### src/rtl/core/imre_pkg.sv
// ----------------------------------------------------------------------------
// imre_pkg: shared types and constants for the I2C master retry engine
// Beat structs, phase codes, command codes and register indexes.
// ----------------------------------------------------------------------------
package imre_pkg;

	localparam int BufferDepth = 16;
	localparam int BufAw = $clog2(BufferDepth);

	localparam logic [2:0] CMD_TICK  = 3'd0;
	localparam logic [2:0] CMD_CMD   = 3'd1;
	localparam logic [2:0] CMD_WR    = 3'd2;
	localparam logic [2:0] CMD_RD    = 3'd3;
	localparam logic [2:0] CMD_PRD   = 3'd4;
	localparam logic [2:0] CMD_PWR   = 3'd5;
	localparam logic [2:0] CMD_LOAD  = 3'd6;
	// op kinds after the write half of a read
	localparam logic [2:0] OP_RD_RX  = 3'd6;
	localparam logic [2:0] OP_PRD_RX = 3'd7;

	localparam logic [3:0] PH_IDLE    = 4'd0;
	localparam logic [3:0] PH_STA_A   = 4'd1;
	localparam logic [3:0] PH_STA_B   = 4'd2;
	localparam logic [3:0] PH_STA_C   = 4'd3;
	localparam logic [3:0] PH_TX      = 4'd4;
	localparam logic [3:0] PH_ACK_LO  = 4'd5;
	localparam logic [3:0] PH_ACK_HI  = 4'd6;
	localparam logic [3:0] PH_RX      = 4'd7;
	localparam logic [3:0] PH_MACK_LO = 4'd8;
	localparam logic [3:0] PH_MACK_HI = 4'd9;
	localparam logic [3:0] PH_STP_A   = 4'd10;
	localparam logic [3:0] PH_STP_B   = 4'd11;
	localparam logic [3:0] PH_STP_C   = 4'd12;
	localparam logic [3:0] PH_MID_A   = 4'd13;
	localparam logic [3:0] PH_MID_B   = 4'd14;
	localparam logic [3:0] PH_MID_C   = 4'd15;

	localparam logic [1:0] REG_HALF   = 2'd0;
	localparam logic [1:0] REG_WADDR  = 2'd1;
	localparam logic [1:0] REG_RADDR  = 2'd2;
	localparam logic [1:0] REG_MAXATT = 2'd3;

	typedef struct packed {
		logic [2:0] command;
		logic [7:0] reg_address;
		logic [7:0] data_byte;
		logic [4:0] length;
		logic       sda_in;
	} in_beat_t;

	typedef struct packed {
		logic       scl_level;
		logic       sda_pull_low;
		logic       busy_res;
		logic       done_res;
		logic       failed;
		logic       read_valid;
		logic [7:0] read_data;
		logic [3:0] read_index;
	} out_beat_t;

	typedef struct packed {
		logic [7:0] half_period_ticks;
		logic [7:0] device_write_address;
		logic [7:0] device_read_address;
		logic [3:0] max_attempts;
	} cfg_t;

endpackage

### src/rtl/core/imre_cfg.sv
// ----------------------------------------------------------------------------
// imre_cfg: configuration register file
// Four registers written through a valid/ready port; always ready.
// ----------------------------------------------------------------------------
module imre_cfg import imre_pkg::*; (
	input  logic       clk,
	input  logic       arst_n,
	input  logic       wr_valid,
	input  logic [1:0] wr_index_lo,
	input  logic       wr_in_range,
	input  logic [7:0] wr_data,
	output cfg_t       cfg
);
	cfg_t cfg_q;

	always_ff @(posedge clk or negedge arst_n) begin
		if (!arst_n) begin
			cfg_q.half_period_ticks    <= 8'd5;
			cfg_q.device_write_address <= 8'd224;
			cfg_q.device_read_address  <= 8'd225;
			cfg_q.max_attempts         <= 4'd4;
		end else if (wr_valid && wr_in_range) begin
			unique case (wr_index_lo)
				REG_HALF:   cfg_q.half_period_ticks    <= wr_data;
				REG_WADDR:  cfg_q.device_write_address <= wr_data;
				REG_RADDR:  cfg_q.device_read_address  <= wr_data;
				REG_MAXATT: cfg_q.max_attempts         <= wr_data[3:0];
				default: ;
			endcase
		end
	end

	assign cfg = cfg_q;
endmodule

### config.mk
export PLATFORM = sky130hd
export DESIGN_NAME = imre_cfg
export DESIGN_NICKNAME = d
export VERILOG_FILES = /design/src/rtl/core/imre_pkg.sv /design/src/rtl/core/imre_cfg.sv
export SDC_FILE = /design/constraint.sdc
export NUM_CORES = 1
export LEC_CHECK = 0
export BUFFER_PORTS_ARGS = -buffer_cell sky130_fd_sc_hd__clkbuf_2
export CAP_MARGIN = 40
export CORE_AREA = 2 2 65 67
export CTS_BUF_LIST = sky130_fd_sc_hd__clkbuf_4 sky130_fd_sc_hd__clkbuf_8 sky130_fd_sc_hd__clkbuf_16
export DETAILED_ROUTE_END_ITERATION = 16
export DIE_AREA = 0 0 67 69
export GPL_TIMING_DRIVEN = 0
export HOLD_SLACK_MARGIN = 0.12
export PLACE_DENSITY = 0.6
export SLEW_MARGIN = 20
export SYNTH_ARGS = -nofsm -noshare
export SYNTH_HDL_FRONTEND = slang
export SYNTH_SLANG_ARGS = --single-unit
### constraint.sdc
create_clock -name clk -period 0.9 [get_ports clk]
set_clock_uncertainty 0.05 [all_clocks]
set_input_delay 0 -clock clk [delete_from_list [all_inputs] [get_ports clk]]
set_output_delay 0 -clock clk [all_outputs]
set_load 0.1 [all_outputs]
==> flow_metrics.env, run 1 <==
export IMPL_status="finished, violations left"
export IMPL_violations="negative hold slack, negative setup slack"
export IMPL_port_buffers=41
export IMPL_cts_sinks=28
export IMPL_critPathLaunchType="register"
export IMPL_place_ws_ns=-0.351
export IMPL_die_area_mm2=0.00462
export IMPL_swShare_pct=43.9
export IMPL_hp_class="in -> async"
export IMPL_hold_viol=18
export IMPL_p_sw_mw=3.08
export IMPL_slew_limit_headroom_pct=54.5
export IMPL_largest_reg_flops=28
export IMPL_path_delay_family="flip-flops"
export IMPL_start_util_pct=28.6
export IMPL_root_buffer="clkbuf_8"
export IMPL_crit_type="reg -> out"
export IMPL_rsz0062_at_grt="true"
export IMPL_crit_arrival_ns=1.11
export IMPL_grt_pass1_vias=874
export IMPL_ys_ff_latch=28
export IMPL_cellLeakagePower_nw=1.06
export IMPL_netlist_area_mm2=0.00112
export IMPL_drtIter0Drc=2
export IMPL_clockBufferDepth=2
export IMPL_path_cells="clkbuf_16"
export IMPL_fin_crit_sh_pct=129
export IMPL_fin_crit_ns=1.16
export IMPL_instances_no_fill=164
export IMPL_place_congestion=0.728
export IMPL_routed_via_count=741
export IMPL_p_comb_share_pct=57.6
export IMPL_yosys_warnings=0
export IMPL_yosysSeqAreaShare_pct=63.8
export IMPL_cts_setup_buffers=0
export IMPL_synth_distinct_cells=8
export IMPL_power_density_mw_per_mm2=3060
export IMPL_synth_avg_cell_area_um2=18.3
export IMPL_drive_above_1_share_pct=91.2
export IMPL_clk_pin_slew_ns=0.10
export IMPL_die_w_um=67
export IMPL_slew_violations=0
export IMPL_endpoint_kind="primary output"
export IMPL_via_per_inst=4.52
export IMPL_worst_pin_slew_ns=0.683
export IMPL_worstPathRequired_ns=0.85
export IMPL_cpMaxStageDelayCell="dfstp_4"
export IMPL_wl_per_cell_um=16.5
export IMPL_drtPass1Iterations=2
export IMPL_maxCapViolations=0
export IMPL_intPower_mw=3.94
export IMPL_fmax_mhz=858
export IMPL_area_growth_pct=105
export IMPL_pwr_share_seq_pct=29.7
export IMPL_irDropWorstVdd_mv=1.50
export IMPL_worst_slack_ns=-0.265
export IMPL_fin_nets=129
export IMPL_antenna_found_initial=0
export IMPL_cts_tree="built"
export IMPL_htree_levels=1
export IMPL_syn_nets=75
export IMPL_syn_inst=61
export IMPL_overflow=0
export IMPL_place_inst=152
export IMPL_crit_fanout=2
export IMPL_setup_viol=46
export IMPL_hold_slack_ns=-0.310
export IMPL_rows=23
export IMPL_setup_tns_ns=-5.26
export IMPL_cts_buffers=3
export IMPL_drt_total_wl_um=2710
export IMPL_drc=0
export IMPL_fp_dieH_um=69
export IMPL_ant_nets=0
export IMPL_grt_use_total_pct=12.8
export IMPL_n_antenna_cell=0
export IMPL_core_area_mm2=0.00391
export IMPL_grt_first_pass_wirelength_um=4520
export IMPL_path_buf_inv=1
export IMPL_p_clk_share_pct=12.7
export IMPL_io_pins=42
export IMPL_insertion_delay_ns=0.27
export IMPL_slowest_delay_ns=0.64
export IMPL_grt_start_max_net_pins=29
export IMPL_ctsHoldBuffers=8
==> stage by stage <==
| step | cell area [um2] | hold slack, ns | power (mW) | utilization [%] |
|---|---|---|---|---|
| 4_1_cts | 2290 | -0.284 | 7.02 | 58.4 |
| 3_5_place_dp | 1560 | 0.0231 | 4.89 | 39.9 |
| 3_3_place_gp | 1560 | 0.0167 | 4.87 | 39.9 |
| 5_1_grt | 2290 | -0.261 | 7.22 | 58.5 |
| 6_report | 2290 | -0.310 | 7.02 | 58.5 |
| 2_1_floorplan | 1290 | -0.346 | 4.50 | - |
==> area by class of cell <==
type / count / area [um2]
sequential: 28 / 818
buffer: 1 / 11.3
tap: 50 / 62.6
fill: 321 / 1620
clock buffer: 4 / 66.3
multi-input combinational: 32 / 487
timing repair buffer: 49 / 846
==> power by group through the flow <==
stage          combinational [mW]  sequential, mW  clock [mW]
6_report                     4.04            2.08       0.890
3_5_place_dp                 2.92            1.97           0
2_1_floorplan               0.423            4.08           0
4_1_cts                      4.03            2.08       0.900
5_1_grt                      4.13            2.13       0.963
3_3_place_gp                 2.90            1.96           0
==> worst paths after layout <==
check | from | end | slack [ns] | cells past startpoint
worst max register to register | cfg[25]$_DFFE_PN0P_ | cfg[25]$_DFFE_PN0P_ | -0.03 | 1
max in group asynchronous | arst_n | cfg[26]$_DFFE_PN0P_ | 0.60 | 1
worst min register to register | cfg[27]$_DFFE_PN0P_ | cfg[27]$_DFFE_PN0P_ | 0.54 | 1
worst max-delay path | cfg[9]$_DFFE_PN1P_ | cfg[9] | -0.26 | 1
worst min-delay path | arst_n | cfg[7]$_DFFE_PN0P_ | -0.31 | 1
min in group clk | wr_index_lo[0] | cfg[13]$_DFFE_PN0P_ | 0.22 | 3
==> cell families (layout without fill, tap and decap cells) <==
| group | after synthesis | after routing | share of synthesized area [%] |
|---|---|---|---|
| AND/OR/NAND/NOR | 4 | 4 | 4.36 |
| multiplexers | 28 | 28 | 30.9 |
| buffers and inverters | 1 | 54 | 1.01 |
| flip-flops | 28 | 28 | 63.8 |
==> cells in the final DEF, fill, tap and decap left out, drive strengths merged <==
cell type	instances
dlygate4sd3	8
buf	1
dfrtp	18
nand4	1
clkbuf	45
mux2	28
and4bb	1
dfstp	10
nand4b	2
==> routing by layer <==
layer	vias up	track usage (%)	part of all wire (%)
met5	-	0	0
met4	0	2.04	0.44
met3	4	3.10	4.2
met2	24	21.1	49
met1	384	17.1	46
li1	329	-	-
==> synth_stat cells (all sizes together) <==
master  count  area (um2)
mux2       28         345
and4bb      1        12.5
nand4b      2        30.0
nand4       1        6.26
buf         1        11.3
dfstp      10         263
dfrtp      18         450
==> repair_timing <==
| item | CTS | global route |
|---|---|---|
| hold endpoints to repair | 56 | 18 |
| resized for setup | 86 | 1 |
| endpoints found under the setup margin | 44 | 46 |
Power figures use the tool's default switching activity.
==> run 2, diff against run 1 <==
- CAP_MARGIN: 40 -> default
- CORE_AREA: 2 2 65 67 -> 2 2 60 62
- DIE_AREA: 0 0 67 69 -> 0 0 62 64
- PLACE_DENSITY: 0.6 -> 0.68
==> run 2 against run 1 <==
  * The flow finishes with violations (negative setup slack)
  * Sequential cell count stayed put
  * Worst setup slack worse by 0.063 ns
  * Fmax is 5.1% lower
  * Sequential power hardly changed
  * Via count is 4.3% higher
  * Final area is 0.16% higher
  * Count of clock-buffer cells in the layout is 1 lower
  * Critical path depth stayed put
  * Critical path type unchanged
  * Critical endpoint is now cfg[4]
==> flow_metrics.env, run 2 (synthesis results as in run 1) <==
export IMPL_hpwl_um=1690
export IMPL_die_w_um=62
export IMPL_clockBufferDepth=2
export IMPL_fp_dieH_um=64
export IMPL_path_delay_family="flip-flops"
export IMPL_pwr_share_seq_pct=31.0
export IMPL_die_area_mm2=0.00397
export IMPL_hp_class="in -> async"
export IMPL_fillCellCount=204
export IMPL_fin_crit_sh_pct=136
export IMPL_drt_total_wl_um=3100
export IMPL_power_density_mw_per_mm2=2950
export IMPL_overflow=0
export IMPL_ant_nets=0
export IMPL_clk_pin_slew_ns=0.15
export IMPL_htree_levels=1
export IMPL_maxCapViolations=0
export IMPL_worstPathRequired_ns=0.85
export IMPL_drtIter0Drc=9
export IMPL_swShare_pct=45.4
export IMPL_irDropWorstVdd_mv=1.53
export IMPL_fin_crit_ns=1.23
export IMPL_slowest_delay_ns=0.66
export IMPL_drc=0
export IMPL_critPathLaunchType="register"
export IMPL_crit_fanout=2
export IMPL_grt_start_max_net_pins=29
export IMPL_path_cells="clkbuf_16"
export IMPL_drive_above_1_share_pct=90.0
export IMPL_worst_pin_slew_ns=0.626
export IMPL_cellLeakagePower_nw=1.06
export IMPL_status="finished, violations left"
export IMPL_n_antenna_cell=0
export IMPL_rsz0062_at_grt="true"
export IMPL_area_growth_pct=105
export IMPL_p_comb_share_pct=61.4
export IMPL_insertion_delay_ns=0.32
export IMPL_slew_violations=0
export IMPL_final_util_pct=69.9
export IMPL_grt_first_pass_wirelength_um=4920
export IMPL_start_util_pct=34.1
export IMPL_fmax_mhz=814
export IMPL_core_area_mm2=0.00328
export IMPL_grt_pass1_vias=892
export IMPL_io_pins=42
export IMPL_largest_reg_flops=28
export IMPL_setup_tns_ns=-7.65
export IMPL_hold_viol=0
export IMPL_grt_use_total_pct=17.3
export IMPL_place_ws_ns=-0.331
export IMPL_wl_per_cell_um=18.7
export IMPL_via_per_inst=4.66
export IMPL_layout_common_cells="mux2_4, clkbuf_16, dfrtp_4"
export IMPL_cts_tree="built"
export IMPL_instances_no_fill=166
export IMPL_rows=21
export IMPL_cpMaxStageDelayCell="dfstp_4"
export IMPL_place_congestion=0.701
export IMPL_intPower_mw=3.70
export IMPL_crit_arrival_ns=1.18
export IMPL_fin_nets=135
export IMPL_routed_via_count=773
export IMPL_violations="negative setup slack"
export IMPL_root_buffer="clkbuf_4"
export IMPL_place_inst=148
export IMPL_worst_slack_ns=-0.328
export IMPL_cts_sinks=28
export IMPL_cts_buffers=3
export IMPL_p_sw_mw=3.08
export IMPL_port_buffers=41
export IMPL_endpoint_kind="primary output"
export IMPL_path_buf_inv=1
export IMPL_drtPass1Iterations=2
export IMPL_crit_type="reg -> out"
export IMPL_antenna_found_initial=0
export IMPL_slew_limit_headroom_pct=58.2
export IMPL_hold_slack_ns=0.166
export IMPL_setup_viol=47
export IMPL_p_clk_share_pct=7.6
==> run 2: changes by cell type in the layout (fill, tap and decap cells not counted) <==
cell	delta
nand4b_2	+2
nand4b_4	-2
dlygate4sd3_1	+1
clkbuf_16	-1
buf_6	+5
clkbuf_4	+3
clkbuf_2	-1
clkbuf_8	-3
clkinv_1	+1
buf_2	+1
==> run 2: power groups by stage <==
stage / registers, mW / logic, mW / clock network (mW)
2_1_floorplan: 4.08 / 0.423 / 0
3_3_place_gp: 1.96 / 2.90 / 0
3_5_place_dp: 1.98 / 2.92 / 0
4_1_cts: 2.09 / 4.07 / 0.520
5_1_grt: 2.15 / 4.26 / 0.581
6_report: 2.10 / 4.16 / 0.519
==> run 2: what timing repair did <==
action | CTS | global route
hold buffers | 9 | 0
setup endpoints to repair | 42 | 69
setup buffers | 2 | 3
resized for setup | 87 | 4
hold endpoints to repair | 56 | 0
==> run 2: worst reg2reg max path: cells and delay by family (launching register included) <==
family | cells | cell delay, ns
DFF | 1 | 0.52
muxes | 1 | 0.25
buffers and inverters | 1 | 0.12
==> run 2: final timing paths <==
check	startpoint	endpoint	slack, ns	cells after the start
worst max-delay path	cfg[4]$_DFFE_PN1P_	cfg[4]	-0.33	1
worst min-delay path	arst_n	cfg[24]$_DFFE_PN0P_	0.17	2
worst max register to register	cfg[8]$_DFFE_PN0P_	cfg[8]$_DFFE_PN0P_	-0.15	2
worst min register to register	cfg[26]$_DFFE_PN0P_	cfg[26]$_DFFE_PN0P_	0.56	1
max in group asynchronous	arst_n	cfg[15]$_DFFE_PN0P_	0.17	2
min in group clk	wr_index_lo[1]	cfg[2]$_DFFE_PN1P_	0.26	3
==> run 2: stage by stage <==
stage          power [mW]  area (um2)
6_report             6.78        2290
5_1_grt              6.99        2290
4_1_cts              6.68        2260
3_5_place_dp         4.90        1560
3_3_place_gp         4.86        1560
2_1_floorplan        4.50        1290
==> run 2: routing by layer <==
layer,up-vias,share of wire (%),GRT usage [%]
met5,-,0,0
met4,0,3.2,5.05
met3,9,4.6,3.24
met2,33,54,31.0
met1,391,38,20.2
li1,340,-,-
==> run 2: area by class of cell <==
class                      count  area [um2]  share of cell area (%)
tap                           46        57.6                    2.51
multi-input combinational     32         469                    20.4
clock buffer                   3        22.5                   0.981
timing repair buffer          55         912                    39.7
clock inverter                 1        3.75                   0.164
sequential                    28         818                    35.7
buffer                         1        11.3                   0.491
==> run 3, diff against run 2 <==
- BUFFER_PORTS_ARGS: -buffer_cell sky130_fd_sc_hd__clkbuf_2 -> default
- DONT_BUFFER_PORTS: default -> 1
- PLACE_DENSITY: 0.68 -> 0.57
==> run 3 against run 2 <==
  * The flow still finishes with violations (negative setup slack)
  * Core utilization shrank 24 points
  * Critical path depth shrank 1
  * Fmax grew 2.9%
  * Sequential power grew 96%
  * Clock power is essentially flat
  * Critical endpoint unchanged
  * Highest routed layer unchanged
==> flow_metrics.env, run 3 (synthesis results as in run 1) <==
export IMPL_status="finished, violations left"
export IMPL_violations="negative setup slack"
export IMPL_critPathLaunchType="register"
export IMPL_die_w_um=62
export IMPL_grt_start_max_net_pins=29
export IMPL_n_antenna_cell=0
export IMPL_start_util_pct=34.1
export IMPL_crit_type="reg -> out"
export IMPL_grt_pass1_vias=657
export IMPL_rsz0062_at_grt="true"
export IMPL_area_growth_pct=33.4
export IMPL_slew_violations=0
export IMPL_grt_use_met2_pct=19.5
export IMPL_fillCellCount=287
export IMPL_cts_buffers=3
export IMPL_ctsHoldBuffers=10
export IMPL_crit_fanout=2
export IMPL_swShare_pct=53.9
export IMPL_fp_dieH_um=64
export IMPL_rr_startpoint="cfg[4]$_DFFE_PN1P_"
export IMPL_place_congestion=0.700
export IMPL_crit_arrival_ns=1.14
export IMPL_drc=0
export IMPL_crit_path_start="cfg[4]$_DFFE_PN1P_"
export IMPL_worst_slack_ns=-0.294
export IMPL_grt_first_pass_wirelength_um=3390
export IMPL_drtPass1Iterations=2
export IMPL_drive_above_1_share_pct=84.0
export IMPL_antenna_found_initial=0
export IMPL_p_sw_mw=2.79
export IMPL_fin_crit_ns=1.19
export IMPL_intPower_mw=2.38
export IMPL_hp_class="in -> async"
export IMPL_die_area_mm2=0.00397
export IMPL_irDropWorstVdd_mv=1.42
export IMPL_fmax_mhz=838
export IMPL_final_util_pct=45.4
export IMPL_setup_viol=56
export IMPL_hpwl_um=1540
export IMPL_routed_via_count=569
export IMPL_htree_levels=1
export IMPL_drt_total_wl_um=2270
export IMPL_root_buffer="clkbuf_4"
export IMPL_p_clk_share_pct=10.0
export IMPL_ant_nets=0
export IMPL_maxCapViolations=0
export IMPL_pwr_share_seq_pct=79.6
export IMPL_port_buffers=0
export IMPL_hold_viol=0
export IMPL_worst_pin_slew_ns=0.478
export IMPL_insertion_delay_ns=0.32
export IMPL_cellLeakagePower_nw=0.644
export IMPL_wl_per_cell_um=18.8
export IMPL_cts_tree="built"
export IMPL_layout_common_cells="mux2_4, dfrtp_4, dfstp_4"
export IMPL_power_density_mw_per_mm2=3460
export IMPL_largest_reg_flops=28
export IMPL_core_area_mm2=0.00328
export IMPL_final_common_cell="mux2_4"
export IMPL_cts_sinks=28
export IMPL_via_per_inst=4.70
export IMPL_fin_nets=90
export IMPL_grt_use_total_pct=12.1
export IMPL_clockBufferDepth=2
export IMPL_overflow=0
export IMPL_fin_crit_sh_pct=133
export IMPL_cts_setup_buffers=0
export IMPL_grt_busiest_layer="met2"
export IMPL_worstPathRequired_ns=0.85
export IMPL_endpoint_kind="primary output"
export IMPL_drtIter0Drc=12
export IMPL_setup_tns_ns=-10.68
export IMPL_use_met1_pct=14.7
export IMPL_rows=21
export IMPL_grtUsageMet3_pct=3.44
export IMPL_clk_pin_slew_ns=0.14
export IMPL_slew_limit_headroom_pct=68.0
export IMPL_p_comb_share_pct=10.4
export IMPL_io_pins=42
run 3: power by group through the flow:
stage / logic [mW] / registers, mW / clock network [mW]
3_3_place_gp: 0.442 / 4.15 / 0
5_1_grt: 0.574 / 4.16 / 0.616
2_1_floorplan: 0.423 / 4.08 / 0
6_report: 0.536 / 4.11 / 0.517
3_5_place_dp: 0.455 / 4.16 / 0
4_1_cts: 0.545 / 4.13 / 0.537
run 3: layout make-up:
type | count | area, um2 | area share [%]
buffer | 1 | 11.3 | 0.754
clock buffer | 3 | 22.5 | 1.51
clock inverter | 1 | 3.75 | 0.251
multi-input combinational | 32 | 469 | 31.4
sequential | 28 | 818 | 54.8
tap | 46 | 57.6 | 3.86
timing repair buffer | 10 | 110 | 7.38
run 3: worst paths after layout:
check	depth (start not counted)	endpoint	slack (ns)
max in group asynchronous	2	cfg[22]$_DFFE_PN1P_	0.53
worst max-delay path	0	cfg[4]	-0.29
min in group clk	2	cfg[1]$_DFFE_PN0P_	0.10
worst min-delay path	2	cfg[25]$_DFFE_PN0P_	0.05
worst min register to register	1	cfg[16]$_DFFE_PN0P_	0.82
worst max register to register	1	cfg[4]$_DFFE_PN1P_	-0.21
run 3: what timing repair did:
action                     4_1_cts  5_1_grt
hold endpoints to repair        56       22
setup endpoints to repair       56       56
gates resized for setup          1        0
run 3: through the flow:
| step | total power, mW | setup slack, ns | instance area, um2 | cells | hold slack [ns] |
|---|---|---|---|---|---|
| final | 5.17 | -0.294 | 1490 | 121 | 0.0495 |
| after global routing | 5.35 | -0.339 | 1490 | 121 | 0.0338 |
| after CTS | 5.21 | -0.307 | 1490 | 121 | 0.0387 |
| after detailed placement | 4.61 | -0.230 | 1350 | 107 | -0.345 |
| after global placement | 4.59 | -0.247 | 1350 | 107 | -0.345 |
| after floorplan | 4.50 | -0.177 | 1290 | 61 | -0.346 |
run 3: layer usage:
| metal | up-vias | share of wire [%] |
|---|---|---|
| met2 | 22 | 50 |
| li1 | 253 | - |
| met4 | 0 | 0.66 |
| met3 | 2 | 5.9 |
| met5 | - | 0 |
| met1 | 292 | 43 |
